## config.mk

```make
export PLATFORM = sky130hd
export DESIGN_NAME = i2c_master_transaction_sequencer
export DESIGN_NICKNAME = d
export VERILOG_FILES = /design/src/rtl/core/i2cmts_pkg.sv /design/src/rtl/core/i2cmts_step.sv /design/src/rtl/core/i2c_master_transaction_sequencer.sv
export SDC_FILE = /design/constraint.sdc
export NUM_CORES = 1
export LEC_CHECK = 0
export BUFFER_PORTS_ARGS = -buffer_cell sky130_fd_sc_hd__buf_2
export CAP_MARGIN = 20
export CORE_MARGIN = 4
export CORE_UTILIZATION = 60
export CTS_CLUSTER_SIZE = 25
export DETAILED_ROUTE_END_ITERATION = 10
export PLACE_DENSITY_LB_ADDON = 0.05
export REMOVE_ABC_BUFFERS = 1
export SLEW_MARGIN = 30
export SYNTH_ARGS = -nofsm -noshare
export SYNTH_HDL_FRONTEND = slang
export SYNTH_HIERARCHICAL = 1
export SYNTH_SLANG_ARGS = --single-unit
export TNS_END_PERCENT = 20
```

## constraint.sdc

```tcl
create_clock -name clk -period 7.05 [get_ports clk]
set_clock_uncertainty 0.2 [all_clocks]
set_input_delay 0 -clock clk [delete_from_list [all_inputs] [get_ports clk]]
set_output_delay 0 -clock clk [all_outputs]
set_load 0.1 [all_outputs]
```

## src/rtl/core/i2cmts_pkg.sv

```systemverilog
// Shared types and codes for the I2C master transaction sequencer.
package i2cmts_pkg;

  // Request kinds carried on the input channel.
  typedef enum logic [1:0] {
    REQ_START = 2'd0,
    REQ_EVENT = 2'd1,
    REQ_SHUTDOWN = 2'd2,
    REQ_INIT = 2'd3
  } req_kind_t;

  // Sequencer phase and reported status share one code space.
  typedef enum logic [2:0] {
    ST_DISABLED = 3'd0,
    ST_READY = 3'd1,
    ST_ACTIVE = 3'd2,
    ST_BAD_LENGTH = 3'd3,
    ST_BAD_STATE = 3'd4,
    ST_NOT_ACK = 3'd5,
    ST_ARB_LOST = 3'd6,
    ST_UNEXPECTED = 3'd7
  } status_t;

  // Configuration register indexes.
  localparam int unsigned CFG_IDX_W = 1;
  localparam logic [CFG_IDX_W-1:0] CFG_BIT_RATE = 1'd0;
  localparam logic [CFG_IDX_W-1:0] CFG_NOTIFY_MASK = 1'd1;

  // Bus status codes, upper five bits of the status register.
  localparam int unsigned SC_W = 5;
  localparam logic [SC_W-1:0] SC_START = 5'h01;  // 0x08
  localparam logic [SC_W-1:0] SC_RESTART = 5'h02;  // 0x10
  localparam logic [SC_W-1:0] SC_SLAW_ACK = 5'h03;  // 0x18
  localparam logic [SC_W-1:0] SC_SLAW_NACK = 5'h04;  // 0x20
  localparam logic [SC_W-1:0] SC_DATA_ACK = 5'h05;  // 0x28
  localparam logic [SC_W-1:0] SC_DATA_NACK = 5'h06;  // 0x30
  localparam logic [SC_W-1:0] SC_ARB_LOST = 5'h07;  // 0x38
  localparam logic [SC_W-1:0] SC_SLAR_ACK = 5'h08;  // 0x40
  localparam logic [SC_W-1:0] SC_SLAR_NACK = 5'h09;  // 0x48
  localparam logic [SC_W-1:0] SC_RDATA_ACK = 5'h0a;  // 0x50
  localparam logic [SC_W-1:0] SC_RDATA_NACK = 5'h0b;  // 0x58

  // One registered request.
  typedef struct packed {
    req_kind_t kind;
    logic [6:0] slave_addr;
    logic [7:0] n_out;
    logic [7:0] n_in;
    logic [SC_W-1:0] sc;
    logic [7:0] tx_byte;
    logic [7:0] rx_byte;
  } req_t;

  // Transaction context kept between requests.
  typedef struct packed {
    status_t phase;
    logic [6:0] target_addr;
    logic [7:0] write_left;
    logic [7:0] read_left;
  } seq_state_t;

  // One result before the notify mask is applied.
  typedef struct packed {
    logic tx_data_valid;
    logic [7:0] tx_data;
    logic tx_from_buffer;
    logic ctrl_valid;
    logic ctrl_start;
    logic ctrl_stop;
    logic ctrl_ack;
    logic ctrl_enable;
    logic rx_valid;
    logic [7:0] rx_data;
    status_t status;
    logic ended;
  } result_t;

endpackage

```

## src/rtl/core/i2cmts_step.sv

```systemverilog
// Per-request decode: next transaction context and the result fields.
module i2cmts_step
  import i2cmts_pkg::*;
(
  input  req_t       req_i,
  input  seq_state_t state_i,
  output seq_state_t state_nxt,
  output result_t    result_o
);

  logic [7:0] write_dec;
  logic [7:0] read_dec;
  logic       write_done;
  logic       read_done;
  logic       empty_req;
  logic [7:0] slaw;
  logic [7:0] slar;

  assign write_dec  = state_i.write_left - 8'd1;
  assign read_dec   = state_i.read_left - 8'd1;
  assign write_done = (write_dec == 8'd0);
  assign read_done  = (read_dec == 8'd0);
  assign empty_req  = (req_i.n_out == 8'd0) && (req_i.n_in == 8'd0);
  assign slaw       = {state_i.target_addr, 1'b0};
  assign slar       = {state_i.target_addr, 1'b1};

  // Next context.
  always_comb begin
    state_nxt = state_i;
    unique case (req_i.kind)
      REQ_START: begin
        if (!empty_req && state_i.phase == ST_READY) begin
          state_nxt.phase       = ST_ACTIVE;
          state_nxt.target_addr = req_i.slave_addr;
          state_nxt.write_left  = req_i.n_out;
          state_nxt.read_left   = req_i.n_in;
        end
      end
      REQ_EVENT: begin
        if (state_i.phase == ST_ACTIVE) begin
          unique case (req_i.sc)
            SC_START, SC_RESTART, SC_SLAW_ACK, SC_SLAR_ACK: begin
              state_nxt = state_i;
            end
            SC_DATA_ACK: begin
              if (!write_done) begin
                state_nxt.write_left = write_dec;
              end else if (state_i.read_left == 8'd0) begin
                state_nxt.phase = ST_READY;
              end
            end
            SC_DATA_NACK: begin
              if (!write_done) begin
                state_nxt.phase = ST_NOT_ACK;
              end else if (state_i.read_left == 8'd0) begin
                state_nxt.phase = ST_READY;
              end
            end
            SC_RDATA_ACK, SC_RDATA_NACK: begin
              if (read_done) begin
                state_nxt.phase = ST_READY;
              end else begin
                state_nxt.read_left = read_dec;
              end
            end
            SC_SLAW_NACK, SC_SLAR_NACK: state_nxt.phase = ST_NOT_ACK;
            SC_ARB_LOST:                state_nxt.phase = ST_ARB_LOST;
            default:                    state_nxt.phase = ST_UNEXPECTED;
          endcase
        end
      end
      REQ_SHUTDOWN: state_nxt.phase = ST_DISABLED;
      REQ_INIT:     state_nxt.phase = ST_READY;
      default:      state_nxt = state_i;
    endcase
  end

  // Result fields.
  always_comb begin
    result_o        = '0;
    result_o.status = state_nxt.phase;
    unique case (req_i.kind)
      REQ_START: begin
        priority if (empty_req) begin
          result_o.status = ST_BAD_LENGTH;
        end else if (state_i.phase >= ST_NOT_ACK) begin
          result_o.status = state_i.phase;
        end else if (state_i.phase != ST_READY) begin
          result_o.status = ST_BAD_STATE;
        end else begin
          result_o.ctrl_valid  = 1'b1;
          result_o.ctrl_start  = 1'b1;
          result_o.ctrl_enable = 1'b1;
        end
      end
      REQ_EVENT: begin
        if (state_i.phase == ST_ACTIVE) begin
          result_o.ctrl_valid = 1'b1;
          unique case (req_i.sc)
            SC_START: begin
              result_o.tx_data_valid = 1'b1;
              result_o.tx_data       = (state_i.write_left != 8'd0) ? slaw : slar;
              result_o.ctrl_enable   = 1'b1;
            end
            SC_RESTART: begin
              result_o.tx_data_valid = 1'b1;
              result_o.tx_data       = slar;
              result_o.ctrl_enable   = 1'b1;
            end
            SC_SLAW_ACK: begin
              result_o.tx_data_valid  = 1'b1;
              result_o.tx_data        = req_i.tx_byte;
              result_o.tx_from_buffer = 1'b1;
              result_o.ctrl_enable    = 1'b1;
            end
            SC_DATA_ACK, SC_DATA_NACK: begin
              // A refused final byte counts as accepted.
              priority if (!write_done && req_i.sc == SC_DATA_NACK) begin
                result_o.ended = 1'b1;
              end else if (!write_done) begin
                result_o.tx_data_valid  = 1'b1;
                result_o.tx_data        = req_i.tx_byte;
                result_o.tx_from_buffer = 1'b1;
                result_o.ctrl_enable    = 1'b1;
              end else if (state_i.read_left == 8'd0) begin
                result_o.ctrl_stop = 1'b1;
                result_o.ended     = 1'b1;
              end else begin
                result_o.ctrl_start  = 1'b1;
                result_o.ctrl_enable = 1'b1;
              end
            end
            SC_SLAR_ACK: begin
              result_o.ctrl_ack    = (state_i.read_left != 8'd1);
              result_o.ctrl_enable = 1'b1;
            end
            SC_RDATA_ACK, SC_RDATA_NACK: begin
              result_o.rx_valid = 1'b1;
              result_o.rx_data  = req_i.rx_byte;
              if (read_done) begin
                result_o.ctrl_stop = 1'b1;
                result_o.ended     = 1'b1;
              end else begin
                result_o.ctrl_ack    = (read_dec != 8'd1);
                result_o.ctrl_enable = 1'b1;
              end
            end
            default: begin
              // Not-ack, arbitration loss and unknown codes release the unit.
              result_o.ended = 1'b1;
            end
          endcase
        end
      end
      REQ_SHUTDOWN: result_o.ctrl_valid = 1'b1;
      REQ_INIT:     result_o.ctrl_valid = 1'b0;
      default:      result_o.ctrl_valid = 1'b0;
    endcase
  end

endmodule

```

## src/rtl/core/i2c_master_transaction_sequencer.sv

```systemverilog
// Top level of the I2C master transaction sequencer: request and result stages.
// A request is first held in the request stage; its result is then registered in the result stage.
// Throughput: one request per cycle; both stages advance together whenever the
//   result register is empty or its result is taken in the same cycle.
// Reset (rst_n low, synchronous): both stages empty, phase disabled, counters,
//   target address and both configuration registers cleared.
module i2c_master_transaction_sequencer
  import i2cmts_pkg::*;
(
  input  logic                 clk,
  input  logic                 rst_n,
  // Configuration writes
  input  logic                 cfg_valid,
  output logic                 cfg_ready,
  input  logic [CFG_IDX_W-1:0] cfg_index,
  input  logic [7:0]           cfg_wdata,
  // Request channel
  input  logic                 in_valid,
  output logic                 in_ready,
  input  logic [1:0]           in_req_type,
  input  logic [6:0]           in_slave_addr,
  input  logic [7:0]           in_n_out,
  input  logic [7:0]           in_n_in,
  input  logic [7:0]           in_bus_status,
  input  logic [7:0]           in_tx_byte,
  input  logic [7:0]           in_rx_byte,
  // Result channel
  output logic                 out_valid,
  input  logic                 out_ready,
  output logic                 out_tx_data_valid,
  output logic [7:0]           out_tx_data,
  output logic                 out_tx_from_buffer,
  output logic                 out_ctrl_valid,
  output logic                 out_ctrl_start,
  output logic                 out_ctrl_stop,
  output logic                 out_ctrl_ack,
  output logic                 out_ctrl_enable,
  output logic                 out_rx_valid,
  output logic [7:0]           out_rx_data,
  output logic [2:0]           out_status,
  output logic [7:0]           out_notify
);

  // Configuration registers: bit rate and notify mask.
  logic [7:0] bit_rate_r;
  logic [7:0] notify_mask_r;

  // Request stage.
  logic req_valid_r;
  req_t req_r;

  // Transaction context.
  seq_state_t state_r;
  seq_state_t state_nxt;

  // Result stage.
  logic       res_valid_r;
  result_t    res_r;
  logic [7:0] notify_r;
  result_t    step_res;

  logic advance;

  assign cfg_ready = 1'b1;

  always_ff @(posedge clk) begin
    if (!rst_n) begin
      bit_rate_r    <= '0;
      notify_mask_r <= '0;
    end else if (cfg_valid) begin
      unique case (cfg_index)
        CFG_BIT_RATE:    bit_rate_r    <= cfg_wdata;
        CFG_NOTIFY_MASK: notify_mask_r <= cfg_wdata;
        default:         bit_rate_r    <= bit_rate_r;
      endcase
    end
  end

  // Advance both stages when the result register can take a new result.
  assign advance  = !res_valid_r || out_ready;
  assign in_ready = !req_valid_r || advance;

  always_ff @(posedge clk) begin
    if (!rst_n) begin
      req_valid_r <= 1'b0;
    end else if (in_ready) begin
      req_valid_r <= in_valid;
    end
  end

  // Hold the request payload; keep only the decoded bits of the bus status.
  always_ff @(posedge clk) begin
    if (!rst_n) begin
      req_r <= '0;
    end else if (in_valid && in_ready) begin
      req_r.kind       <= req_kind_t'(in_req_type);
      req_r.slave_addr <= in_slave_addr;
      req_r.n_out      <= in_n_out;
      req_r.n_in       <= in_n_in;
      req_r.sc         <= in_bus_status[7:8-SC_W];
      req_r.tx_byte    <= in_tx_byte;
      req_r.rx_byte    <= in_rx_byte;
    end
  end

  i2cmts_step u_step (
    .req_i     (req_r),
    .state_i   (state_r),
    .state_nxt (state_nxt),
    .result_o  (step_res)
  );

  // Commit the context only when the request moves into the result stage.
  always_ff @(posedge clk) begin
    if (!rst_n) begin
      state_r.phase       <= ST_DISABLED;
      state_r.target_addr <= '0;
      state_r.write_left  <= '0;
      state_r.read_left   <= '0;
    end else if (req_valid_r && advance) begin
      state_r <= state_nxt;
    end
  end

  always_ff @(posedge clk) begin
    if (!rst_n) begin
      res_valid_r <= 1'b0;
    end else if (advance) begin
      res_valid_r <= req_valid_r;
    end
  end

  // Raise the notify mask on the result that ends a transaction.
  always_ff @(posedge clk) begin
    if (req_valid_r && advance) begin
      res_r    <= step_res;
      notify_r <= step_res.ended ? notify_mask_r : 8'd0;
    end
  end

  assign out_valid          = res_valid_r;
  assign out_tx_data_valid  = res_r.tx_data_valid;
  assign out_tx_data        = res_r.tx_data;
  assign out_tx_from_buffer = res_r.tx_from_buffer;
  assign out_ctrl_valid     = res_r.ctrl_valid;
  assign out_ctrl_start     = res_r.ctrl_start;
  assign out_ctrl_stop      = res_r.ctrl_stop;
  assign out_ctrl_ack       = res_r.ctrl_ack;
  assign out_ctrl_enable    = res_r.ctrl_enable;
  assign out_rx_valid       = res_r.rx_valid;
  assign out_rx_data        = res_r.rx_data;
  assign out_status         = res_r.status;
  assign out_notify         = notify_r;

`ifndef ASSERT_OFF
  // A transaction never ends without a control command.
  a_end_has_ctrl: assert property (@(posedge clk) disable iff (!rst_n)
    res_valid_r && res_r.ended |-> res_r.ctrl_valid)
    else $error("transaction ended without a control command");

  // A stop always releases the unit and leaves the sequencer ready.
  a_stop_releases: assert property (@(posedge clk) disable iff (!rst_n)
    res_valid_r && res_r.ctrl_stop |-> !res_r.ctrl_enable && res_r.status == ST_READY)
    else $error("stop issued with unit enabled or sequencer not ready");

  // Request-only status codes never become the phase.
  a_phase_legal: assert property (@(posedge clk) disable iff (!rst_n)
    state_r.phase != ST_BAD_LENGTH && state_r.phase != ST_BAD_STATE)
    else $error("phase holds a request-only status code");

  // Received bytes are only delivered while or as a read completes.
  a_rx_in_read: assert property (@(posedge clk) disable iff (!rst_n)
    res_valid_r && res_r.rx_valid |-> res_r.status == ST_ACTIVE || res_r.status == ST_READY)
    else $error("received byte outside an active read");

  // An accepted request always lands in the request stage.
  a_req_captured: assert property (@(posedge clk) disable iff (!rst_n)
    in_valid && in_ready |=> req_valid_r)
    else $error("accepted request lost");
`endif

endmodule
```

# After elaboration in Yosys (flattened, before gate mapping)
# Index checks and enable logic that the tools add are counted.
op_classes:
  n_addsub: 2
  n_mul: 0
  div_mod_pow: 0
  order_cmp: 1
  n_eq_ne: 25
  n_shift: 0
  mux: 50
  bitwise: 1
  n_reduce_logical: 29
op_table:
  columns: ["operator", "count"]
  rows:
  - ["two-way mux 26 bit", 2]
  - ["one-hot mux 23 bit (2 select lines)", 1]
  - ["logical NOT 8 bit", 5]
  - ["one-hot mux 9 bit (4 select lines)", 1]
  - ["two-way mux 8 bit", 4]
  - ["two-way mux 3 bit", 8]
  - ["equality test 5 x 3 -> 1 bit (second input constant)", 4]
  - ["equality test 5 x 4 -> 1 bit (second input constant)", 4]
  - ["two-way mux 10 bit", 2]
  - ["one-hot mux 3 bit (6 select lines)", 1]
  - ["inequality test 8 x 1 -> 1 bit (second input constant)", 2]
  - ["subtractor 8 x 1 -> 8 bit (second input constant)", 2]
  - ["two-way mux 1 bit", 14]
  - ["two-way mux 14 bit", 1]
  - ["two-way mux 2 bit", 6]
  - ["one-hot mux 3 bit (4 select lines)", 1]
  - ["AND reduction 6 bit", 2]
  - ["equality test 5 x 2 -> 1 bit (second input constant)", 2]
  - ["one-hot mux 1 bit (2 select lines)", 5]
  - ["two-way mux 9 bit", 1]
  - ["inequality test 2 bit (second input constant)", 4]
  - ["nonzero test 8 bit", 1]
  - ["one-hot mux 1 bit (3 select lines)", 2]
  - ["OR reduction 2 bit", 3]
  - ["19 further kinds", 30]
word_totals:
  regBits: 117
  latch_bits: 0
  ramBits: 0
  romBits: 0
  in_bits: 63
  out_inout_bits: 38
  mem_count: 0

# Depth between registers and ports, before layout
# Gate-level depths: netlist (run 1).
depth:
  ltp_word: 10
  ltp_mapped: 10

# Modules after synthesis
# Netlist (run 1), hierarchy kept.
by_module_without_submodules:
  columns: ["module", "instances", "cells_per_inst", "area_per_inst_um2"]
  rows:
  - ["i2c_master_transaction_sequencer", 1, 409, 4433.0]
  - ["i2cmts_step", 1, 319, 1898.1]

# Worst setup path after synthesis (run 1)
# No wires, ideal clock.
synth_timing:
  path_kind: "flip-flop to flip-flop"
  start: "register res_valid_r (netlist: out_valid)"
  end: "register res_r, in the netlist out_ctrl_ack (enable)"
  t_arrival_ps: 2578
  required_ps: 6423
  slack_ps: 3845
  path_stages_with_launch: 4
  synth_period_minus_slack_ps: 3205
  cell_sequence: "dfxtp_1 -> nor2b_4 -> clkbuf_1 -> nor2_1"
synth_between:
  elab_chain_cells: 3
synth_lines:
  columns: ["element", "line_no", "source"]
  rows:
  - ["from (decl)", "i2c_master_transaction_sequencer.sv:57", "logic res_valid_r;"]
  - ["from (signal assigned)", "i2c_master_transaction_sequencer.sv:129", "res_valid_r <= req_valid_r;"]
  - ["logical NOT 1 bit", "i2c_master_transaction_sequencer.sv:80", "assign advance = !res_valid_r || out_ready;"]
  - ["logical OR 1 bit", "i2c_master_transaction_sequencer.sv:80", null]
  - ["logical AND 1 bit", "i2c_master_transaction_sequencer.sv:135", "if (req_valid_r && advance) begin"]
  - ["to (signal assigned)", "i2c_master_transaction_sequencer.sv:136", "res_r <= step_res;"]
  - ["to (decl)", "i2c_master_transaction_sequencer.sv:58", "result_t res_r;"]
# No other way between the ends.
# A chain may end at the register's enable or synchronous reset.

==> metrics.md, run 1 <==
| Metric | Value |
|---|---|
| CTS Buf Count | 17 |
| Wirelength per Cell | between 15 and 20 um |
| Worst-path clk slew | approximately 0.06 ns |
| Die Y-Extent | ~110 um |
| CP Capture Type | register |
| # IOs | 101 |
| RSZ-0062 raised after global routing | false |
| Largest net degree at the start of global routing | ~70 |
| Final wirelength | ~18000 um |
| VDD IR max | 0.1463 mV |
| TritonCTS clock tree | done |
| Synth Register Bits | 117 |
| # resized after CTS | 0 |
| Drc violations | 0 |
| Vias after detailed routing | roughly 6.3k |
| Post-Synth XOR/XNOR Area | 0.5534% |
| Final ANT Viol Nets | 0 |
| Hold Path Class | in2reg |
| Via count of the first global-routing pass | around 6.1k |
| Synth async-reset ratio | 0% |
| Required @ worst endpoint | roughly 7.2 ns |
| Port buffer count | 96 |
| Internal power | between 1 and 1.5 mW |
| Reg2Reg Launch Point | state_r[8] |
| Worst-Margin Slew | between 0.8 and 0.9 ns |
| Sw Pwr | 0.4879 mW |
| Setup slack, reg-to-reg | approximately 3.8 ns |
| Switching Share | between 20 and 30% |
| H-tree level count | 4 |
| Synth Area in Adders | roughly 1.4% |
| EDFF count, synth | 35 |
| Drt pass-1 iters | 5 |
| Gate Count Post-Synth | roughly 730 |
| DR iter-0 viols | 672 |
| Largest cells by area after synthesis | dfxtp_1, edfxtp_1, nand2_1 |
| First-pass GRT wire length | around 30000 um |
| Yosys cell types | just over 70 |
| Critical path startpoint | state_r[8] |
| Top cell type's share of synthesized area | between 20% and 30% |
| Synthesized area per cell | approximately 8.7 um2 |
| Post-synthesis compound-gate area fraction | 17.43% |
| Die X | around 110 um |
| Nets | around 980 |
| Post-synthesis mux area share | 8.103% |
| Clock power frac | between 40% and 50% |
| Simple-Gate Fraction of Synth Area | between 20% and 30% |
| Leak | 3.475 nW |
| Total grt overflow | 0 |
| Final hold viol count | 0 |
| Sequential share of the synthesized area | between 40 and 50% |
| Synth Warn # | 6 |
| Sink Count | 117 |
| Crit-path max FO | 9 |
| Hold Crit Start | in_slave_addr[2] |
| Placer Congestion | 0.9799 |
| Rel. slew slack | between 40 and 50% |
| Core area | slightly above 0.01 mm2 |
| CTS Root Cell | clkbuf_8 |
| Most common cell after layout, fill and taps aside | nand2_1 |
| Cell taking the most area after synthesis | dfxtp_1 |
| Sequential share of power | 41.7% |
| Max cap viols | 0 |
| Fmax | a little over 300 MHz |
| Antenna violations before repair | 0 |
| Tcrit/Tclk final | approximately 46% |
| Setup TNS | 0 ns |
| Setup crit start kind | register |
| Die Area | 0.01226 mm2 |
| Area growth, synth to finish | 33.58% |
| Logic gate share of total power | 14.4% |
| Clk_lat worst skew | 0.52 ns |
| Mapped Area | approximately 0.0063 mm2 |
| Fin. max-slew vios | 0 |
| Initial core utilization | between 60% and 70% |
| Total track usage | 29.67% |
| Layout cells sized above 1 | 17.10% |
| Num rows | 37 |
| Post-DP HPWL | roughly 10000 um |
| Diodes inserted | 0 |
| CTS max path bufs | 2 |
| Largest family of logic cells by synthesized area | simple AND/OR/NAND/NOR gates |
| Most frequent cells in the layout | nand2_1, dlygate4sd3_1, buf_2, dfxtp_1, mux2i_1 |
| Power, Total | roughly 1.8 mW |
| Final setup viols | 0 |
| Post-synth top flop | dfxtp_1 |
| Via density | between 5 and 6 |
| Outcome | complete, no violations |
| P per Cell Area | between 200 and 250 mW/mm2 |
| Final min period | between 3 and 4 ns |
| WP data arrival | 3.44 ns |
| Critical path type | reg2reg |
critical path, cell delays in order, from the launching register on:
cell,delay (ns)
dfxtp_1,0.48
ha_1,0.19
or3b_2,0.45
nor3_1,0.51
nand3_1,0.20
a2bb2oi_1,0.20
nor3_1,0.64
and2_1,0.25
routing by layer:
layer | wire, um | track usage [%] | vias up
li1 | - | - | 2959
met1 | 7847 | 38.12 | 2978
met2 | 8918 | 49.19 | 291
met3 | 1191 | 6.332 | 43
met4 | 427 | 11.08 | 0
met5 | 0 | 0 | -
what timing repair did:
item / 4_1_cts / 5_1_grt
hold endpoints to repair: 82 / 0
hold buffers: 118 / 0
endpoints found under the setup margin: 0 / 0
setup buffers: 0 / 0
cell type report:
| class | instances | area, um2 |
|---|---|---|
| inverter | 11 | 41.29 |
| sequential | 117 | 2693 |
| fill | 621 | 1867 |
| timing repair buffer | 219 | 1722 |
| multi-input combinational | 545 | 3293 |
| tap | 136 | 170.2 |
| clock inverter | 12 | 102.6 |
| clock buffer | 20 | 435.4 |
power by group through the flow:
stage / Clock (mW) / Sequential (mW) / Combinational [mW]
CTS: 0.790 / 0.742 / 0.248
finish: 0.784 / 0.744 / 0.258
global route: 0.828 / 0.746 / 0.274
floorplan: 0 / 0.813 / 0.0776
detailed placement: 0 / 0.756 / 0.198
global placement: 0 / 0.755 / 0.193
synth_stat cells (12+ instances only):
library cell and count:
dfxtp_1 82, mux2i_1 49, nor3_1 12, clkbuf_1 31, a21boi_0 15, a21boi_1 20
o21ai_0 40, nand3_1 48, o21ai_1 13, a21oi_1 18, nor2_1 30, and3_1 14
buf_2 12, edfxtp_1 35, nand2_1 158
sequential cells by signal, summed over array words and instances (netlist names):
name                flops
out_notify              8
out_ctrl_stop           1
out_valid               1
out_ctrl_ack            1
out_ctrl_enable         1
out_tx_data_valid       1
out_rx_valid            1
out_tx_data             8
out_status              3
out_tx_from_buffer      1
state_r                26
out_ctrl_start          1
notify_mask_r           8
req_r                  46
req_valid_r             1
out_ctrl_valid          1
out_rx_data             8
stage by stage:
stage	worst slack [ns]	hold slack, ns	std cells	area (um2)	util [%]
4_1_cts	3.947	0.05952	1059	8429	81.65
3_5_place_dp	3.962	0.05209	909	6710	65.00
2_1_floorplan	3.688	-0.07184	673	6007	-
5_1_grt	3.673	0.08080	1060	8457	81.92
3_3_place_gp	3.980	0.04597	909	6705	64.95
6_report	3.787	0.07254	1060	8457	81.92
cells by family after synthesis:
logic type | Yosys count
AO/OA/AOI/OAI | 162
XOR/XNOR | 4
adder cells (fa/ha/maj) | 7
buffers and inverters | 66
flip-flops | 117
multiplexers | 51
other | 1
AND/OR/NAND/NOR | 320
path summary, 6_finish.rpt:
check	cells past startpoint	end
max	7	out_notify[6]
min	4	req_r[39]
max reg2reg	7	out_notify[6]
min reg2reg	2	req_r[4]
Note: power is estimated with default switching activity, not from simulation.
==> run 2: changes to the inputs <==
--- a/config.mk
+++ b/config.mk
@@ -8,7 +8,7 @@
 export BUFFER_PORTS_ARGS = -buffer_cell sky130_fd_sc_hd__buf_2
 export CAP_MARGIN = 20
 export CORE_MARGIN = 4
-export CORE_UTILIZATION = 60
+export CORE_UTILIZATION = 57
 export CTS_CLUSTER_SIZE = 25
 export DETAILED_ROUTE_END_ITERATION = 10
 export PLACE_DENSITY_LB_ADDON = 0.05
==> constraint.sdc (replaced) <==
create_clock -name clk -period 3.3 [get_ports clk]
set_clock_uncertainty 0.2 [all_clocks]
set_input_delay 0 -clock clk [delete_from_list [all_inputs] [get_ports clk]]
set_output_delay 0 -clock clk [all_outputs]
set_load 0.1 [all_outputs]
==> run 2 against run 1 <==
  * Hold slack improved by 0.24 ns
  * Core utilization up 1.8 points
  * Cell area up 7.3%
  * Critical endpoint is now state_r[24]
  * Via count is 4.2% higher
  * Sequential cell count unchanged
  * Final cell count increased by 6.0%
==> metrics.md, run 2 (synthesized netlist as in run 1, its figures left out) <==
| Metric | Value |
|---|---|
| Outcome | complete, no violations |
| Total grt overflow | 0 |
| VDD IR max | ~0.33 mV |
| Drt pass-1 iters | 6 |
| Regs by FF count | req_r x46, state_r x26 |
| Via count of the first global-routing pass | between 6k and 7k |
| Area growth, synth to finish | 43.30% |
| Clock power frac | a little under half |
| TritonCTS clock tree | done |
| Final min period | ~3.0 ns |
| # IOs | 101 |
| H-tree level count | 4 |
| CTS max path bufs | 2 |
| Setup crit start kind | register |
| Most common cell after layout, fill and taps aside | dlygate4sd3_1 |
| P per Cell Area | about 440 mW/mm2 |
| Reg with most FFs | req_r |
| Largest net degree at the start of global routing | between 100 and 150 |
| Clk_lat worst skew | approximately 0.52 ns |
| Core area | 0.01084 mm2 |
| Drc violations | 0 |
| WP data arrival | 3.20 ns |
| Tcrit/Tclk final | between 90 and 100% |
| First-pass GRT wire length | 32060 um |
| Die Y-Extent | around 110 um |
| DR iter-0 viols | 693 |
| CP Capture Type | register |
| Logic gate share of total power | around 15% |
| Final wirelength | around 20000 um |
| RSZ-0062 raised after global routing | false |
| Final core occ | a little over four fifths |
| Worst-path clk slew | approximately 0.06 ns |
| Required @ worst endpoint | about 3.5 ns |
| Fmax | approximately 330 MHz |
| Die X | about 110 um |
| Die Area | 0.01286 mm2 |
| Num rows | 38 |
| Port buffer count | 96 |
| Internal power | ~2.9 mW |
| Max FFs per register | 46 |
| Diodes inserted | 0 |
| Setup slack, reg-to-reg | around 0.3 ns |
| Reg2Reg Launch Point | state_r[8] |
| Antenna violations before repair | 0 |
| Post-DP HPWL | between 10000 and 15000 um |
| Leak | 3.762 nW |
| Layout cells sized above 1 | about 17% |
| CTS Buf Count | 17 |
| Crit-path max FO | 9 |
| Most frequent cells in the layout | dlygate4sd3_1, nand2_1, buf_2, dfxtp_1, mux2i_1 |
| Sw Pwr | around 1.1 mW |
| Critical path type | reg2reg |
| Via density | between 5 and 6 |
| Total track usage | 31.00% |
| Final ANT Viol Nets | 0 |
| Placer Congestion | ~0.9 |
| Wirelength per Cell | around 18 um |
| Max cap viols | 0 |
| Final hold viol count | 0 |
| Initial core utilization | slightly below 60% |
| Critical path startpoint | state_r[8] |
| Fin. max-slew vios | 0 |
| Sequential share of power | 39.5% |
| Hold Crit Start | state_r[20] |
| Nets | 1041 |
| Sink Count | 117 |
| Final setup viols | 0 |
| Hold WS | 0.3087 ns |
| Switching Share | between 20% and 30% |
| CTS Root Cell | clkbuf_8 |
| Post-CTS setup buffers | 0 |
| Hold Path Class | reg2reg |
| Rel. slew slack | 43.11% |
| Worst-Margin Slew | between 0.8 and 0.9 ns |
| Vias after detailed routing | ~6.5k |
[run 2: cell count changes in the layout (fill, tap and decap cells not counted), sizes merged]
cell and change:
clkinv -1, inv -1, dlygate4sd3 +49, buf +11, clkbuf +2
[run 2: power by group through the flow]
stage	Combinational (mW)	Sequential (mW)	Clock, mW
after floorplan	0.166	1.74	0
after global placement	0.424	1.61	0
after detailed placement	0.434	1.61	0
after CTS	0.588	1.58	1.83
after global routing	0.649	1.59	1.91
final	0.611	1.59	1.82
[run 2: metal layers]
metal | wire, um | part of all wire (%) | GRT usage (%) | vias up
met3 | 1382 | 7.0 | 5.252 | 42
met1 | 8211 | 41 | 39.22 | 3106
met4 | 356 | 1.8 | 9.135 | 0
li1 | - | - | - | 3083
met5 | 0 | 0 | 0 | -
met2 | 9857 | 50 | 54.46 | 302
[run 2: layout make-up]
class / count / area [um2]
clock buffers: 22 / 495.5
clock inverters: 10 / 91.34
fillers: 605 / 1768
inverters: 11 / 41.29
multi-input cells: 545 / 3298
flip-flops and latches: 117 / 2693
well taps: 140 / 175.2
repair buffers: 279 / 2278
[run 2: timing repair]
item | CTS | global route
hold buffers | 167 | 0
endpoints found under the setup margin | 0 | 8
resized for setup | 0 | 1
hold endpoints to repair | 82 | 0
[run 2: stage by stage]
step | std cells | instance area (um2) | worst slack (ns) | power (mW) | setup TNS, ns
floorplan | 673 | 6007 | -0.06215 | 1.903 | -2.859
global placement | 925 | 6800 | 0.3315 | 2.034 | 0
detailed placement | 925 | 6809 | 0.1778 | 2.046 | 0
CTS | 1124 | 9067 | 0.1663 | 3.996 | 0
global route | 1124 | 9072 | 0.1142 | 4.148 | 0
finish | 1124 | 9072 | 0.3012 | 4.023 | 0
[run 2: worst paths after layout]
check                           cells after the start          end
worst max-delay path                                9  state_r[24]
worst min-delay path                                2  state_r[20]
worst max register to register                      9  state_r[24]
worst min register to register                      2  state_r[20]
[run 2: worst max-delay path: stages, from the launching register on]
cell,delay (ns)
dfxtp_1,0.49
ha_1,0.21
or3b_2,0.46
nor3_1,0.48
nand3_1,0.19
a2bb2oi_1,0.21
o41ai_2,0.35
a21oi_1,0.14
nand3_1,0.10
a21boi_1,0.07
